File: config.mk
export PLATFORM = sky130hd
export DESIGN_NAME = chte_ctrl
export DESIGN_NICKNAME = d
export VERILOG_FILES = /design/src/design/chte_pkg.sv /design/src/design/chte_ctrl.sv
export SDC_FILE = /design/constraint.sdc
export NUM_CORES = 1
export LEC_CHECK = 0
export ABC_AREA = 1
export ABC_CLOCK_PERIOD_IN_PS = 3200
export BUFFER_PORTS_ARGS = -buffer_cell sky130_fd_sc_hd__clkbuf_2
export CORE_AREA = 2 2 39 41
export CTS_CLUSTER_SIZE = 20
export DETAILED_ROUTE_END_ITERATION = 7
export DIE_AREA = 0 0 41 43
export REMOVE_ABC_BUFFERS = 1
export SYNTH_ARGS = -nofsm -noshare
export SYNTH_HDL_FRONTEND = slang
export SYNTH_SLANG_ARGS = --single-unit
File: constraint.sdc
create_clock -name clk_i -period 3.2 [get_ports clk_i]
set_clock_uncertainty 0.1 [all_clocks]
set_input_delay 0.32 -clock clk_i [delete_from_list [all_inputs] [get_ports clk_i]]
set_output_delay 0.32 -clock clk_i [all_outputs]
set_load 0.02 [all_outputs]
File: src/design/chte_pkg.sv
package chte_pkg;

  localparam int unsigned KeyW    = 16;
  localparam int unsigned HndW    = 16;
  localparam int unsigned StatusW = 3;
  localparam int unsigned SumW    = 8;   // digit sum tops out at 150

  typedef enum logic {
    CMD_INSERT   = 1'b0,
    CMD_RETRIEVE = 1'b1
  } command_e;

  typedef enum logic [StatusW-1:0] {
    ST_INSERTED  = 3'd0,
    ST_DUPLICATE = 3'd1,
    ST_FOUND     = 3'd2,
    ST_NOT_FOUND = 3'd3,
    ST_POOL_FULL = 3'd4
  } status_e;

  // controller -> datapath
  typedef struct packed {
    logic accept;   // latch item, read bucket head
    logic rd_head;  // read node at bucket head
    logic rd_next;  // read node at next link
    logic hit;      // key matched current node
    logic finish;   // commit update, issue result
  } ctrl_cmd_t;

  // datapath -> controller
  typedef struct packed {
    logic head_vld;
    logic key_match;
    logic next_vld;
  } ctrl_sts_t;

endpackage

File: src/design/chte_ctrl.sv
module chte_ctrl import chte_pkg::*; (
  input  logic      clk_i,
  input  logic      rst_ni,
  input  logic      start,
  output logic      busy,
  input  ctrl_sts_t sts_i,
  output ctrl_cmd_t cmd_o
);

  typedef enum logic [3:0] {
    S_IDLE = 4'b0001,
    S_HEAD = 4'b0010,
    S_NODE = 4'b0100,
    S_FIN  = 4'b1000
  } state_e;

  state_e state_q, state_d;

  always_comb begin
    state_d = state_q;
    cmd_o   = '0;
    case (state_q)
      S_IDLE: begin
        if (start) begin
          cmd_o.accept = 1'b1;
          state_d      = S_HEAD;
        end
      end
      S_HEAD: begin
        if (sts_i.head_vld) begin
          cmd_o.rd_head = 1'b1;
          state_d       = S_NODE;
        end else begin
          state_d = S_FIN;
        end
      end
      S_NODE: begin
        if (sts_i.key_match) begin
          cmd_o.hit = 1'b1;
          state_d   = S_FIN;
        end else if (sts_i.next_vld) begin
          cmd_o.rd_next = 1'b1;
        end else begin
          state_d = S_FIN;   // end of chain, cur node is the tail
        end
      end
      S_FIN: begin
        cmd_o.finish = 1'b1;
        state_d      = S_IDLE;
      end
      default: state_d = S_IDLE;
    endcase
  end

  always_ff @(posedge clk_i or negedge rst_ni) begin
    if (!rst_ni) begin
      state_q <= S_IDLE;
    end else begin
      state_q <= state_d;
    end
  end

  assign busy = (state_q != S_IDLE);

endmodule

==> results.cfg <==
[worst_setup_path]
arrival_ns = 1.30
worstPathRequired_ns = 2.78
worst-path-buf-inv = 2
crit_chain = inv_1, nor2_1, nand2_1, nor2_1, clkbuf_2
cp-start-kind = register
cp-end-kind = output pin
crit_type = register to output pin
crit_family = flip-flops
critPathMaxFanout = 4
slowest_delay_ns = 0.53
path_common_cell = nor2_1
slowest_stage = dfstp_2

[layout]
final_area_um2 = 350
area_growth_pct = 46.6
largest_reg_flops = 4
top_register = state_q
final_cells = 69
layout-drive-gt1-share_pct = 34.0
reg.largest.list = state_q x4
antenna_cells = 0
nets = 60
fillers = 165

[yosys]
synthTopCellsByArea = dfrtp_1 (31%), inv_1 (14%), nor2_1 (14%), dfstp_2 (11%), nand2_1 (11%)
synth_seq_area_share_pct = 42.4
yosys_warnings = 0
netlist-cell-type-count = 8
synth_area_um2 = 239
synthCells = 37
synth_top_area_cell = dfrtp_1
synth-seq-cells = 4
avgSynthCellArea_um2 = 6.46
synth_top_area_share_pct = 31.4

[clock_network]
path_clk_slew_ns = 0.03
clk_path_buf_depth = 2
insertion_delay_ns = 0.24
clock-sinks = 4
h-tree-depth = 1
cts.repair.resized = 0
hold_buffers = 1
tritoncts = built
cts_setup_buffers = 0
cts_made_buffers = 3
root_buffer = clkbuf_4

[sta]
tns_ns = 0
setup_viol = 0
tightest_slew_ns = 0.181
rsz0062_at_grt = no
final_max_slew_viol_count = 0
fin_crit_ns = 1.72
relSlewSlack_pct = 87.9
final_hold_viol_count = 0
timing.fmax_mhz = 583
hold-worst-slack_ns = 0.231
finalCritPeriodShare_pct = 53.6

[drt]
drt_wl_total_um = 469
first_pass_iters = 4
wire_per_inst_um = 6.80
antenna_left = 0
first_iter_violations = 5
post-route-drc-count = 0
vias = 248
viasPerCell = 3.59

[place]
postPlaceCellArea_um2 = 314
placedCellCount = 64
gp_congestion = 0.652
placement.io_buffers = 11
dpl.hpwl_um = 418

[floorplanning]
die_x_um = 41
start_util_pct = 17.3
ios = 12
row_count = 14
core_region_area_um2 = 1380
dieArea_um2 = 1760
die_y_um = 43

[global_route]
track_usage_pct = 7.25
grt_pass1_wl_um = 786
overflow = 0
grt_pass1_vias = 201
antenna_found_initial = 0
grt_max_degree = 5

[pwr]
powerDensity_nw_per_um2 = 742
leakage_nw = 0.219
irDropWorstVdd_uv = 292

[flow_run]
maxCapViolations = 0

[outcome]
status = finished, final reports clean

[hold_path]
hold_class = input port to register
==> cells in the mapped netlist, drive strengths merged <==
| library cell | count |
|---|---|
| dfrtp | 3 |
| nor2 | 12 |
| inv | 9 |
| nand2 | 7 |
| nand3 | 4 |
| o21ai | 1 |
| dfstp | 1 |
==> stage by stage <==
| stage | util [%] | total power (W) | setup WS, ns |
|---|---|---|---|
| global placement | 22.7 | 0.000191 | 1.74 |
| global route | 25.3 | 0.000285 | 1.35 |
| floorplan | - | 0.000162 | 1.60 |
| detailed placement | 22.7 | 0.000194 | 1.71 |
| finish | 25.3 | 0.000260 | 1.48 |
| CTS | 25.3 | 0.000266 | 1.46 |
==> where the power goes <==
group	switching, W	internal [W]
Clock	0.0000211	0.0000468
Combinational	0.0000748	0.0000353
Sequential	0.0000113	0.0000707
==> routing by layer <==
metal | GRT usage, % | vias up | part of all wire (%)
li1 | - | 142 | -
met1 | 9.09 | 95 | 52
met2 | 8.13 | 11 | 38
met3 | 3.14 | 0 | 10
met4 | 8.00 | 0 | 0
met5 | 0 | - | 0
==> worst reg2reg max path, cell delays in order, from the launching register on <==
cell and delay, ns:
dfstp_2 0.53, inv_1 0.04, nor2_1 0.11, nand3_1 0.11, nand2_1 0.09, nor2_2 0.04
==> final cells by class <==
cell class	count	area, um2	area share, %
multi-input cells	24	104	29.6
inverters	9	33.8	9.64
repair buffers	12	65.1	18.6
clock buffers	4	26.3	7.50
well taps	16	20.0	5.71
flip-flops and latches	4	101	28.9
==> logic make-up after synthesis <==
| logic type | synth area share (%) |
|---|---|
| simple gates | 41.4 |
| compound gates | 2.09 |
| flops | 42.4 |
| buf+inv | 14.1 |
==> cell usage in the layout, fill, tap and decap left out, drive strengths merged <==
cell / n
o21ai: 1
nor2: 12
dfrtp: 3
inv: 9
nand3: 4
nand2: 7
dlygate4sd3: 1
clkbuf: 15
dfstp: 1
==> path summary, 6_finish.rpt <==
check | from | endpoint | slack, ns | cells after the start
setup / recovery | state_q[0] | cmd_o[4] | 1.48 | 5
hold / removal | start | state_q[1] | 0.23 | 3
setup reg to reg | state_q[0] | state_q[3] | 2.09 | 5
hold reg to reg | state_q[1] | state_q[0] | 0.47 | 3
max in group asynchronous | rst_ni | state_q[0] | 2.46 | 2
min in group asynchronous | rst_ni | state_q[2] | 0.32 | 2
No activity file was read; power rests on OpenSTA's default activity.
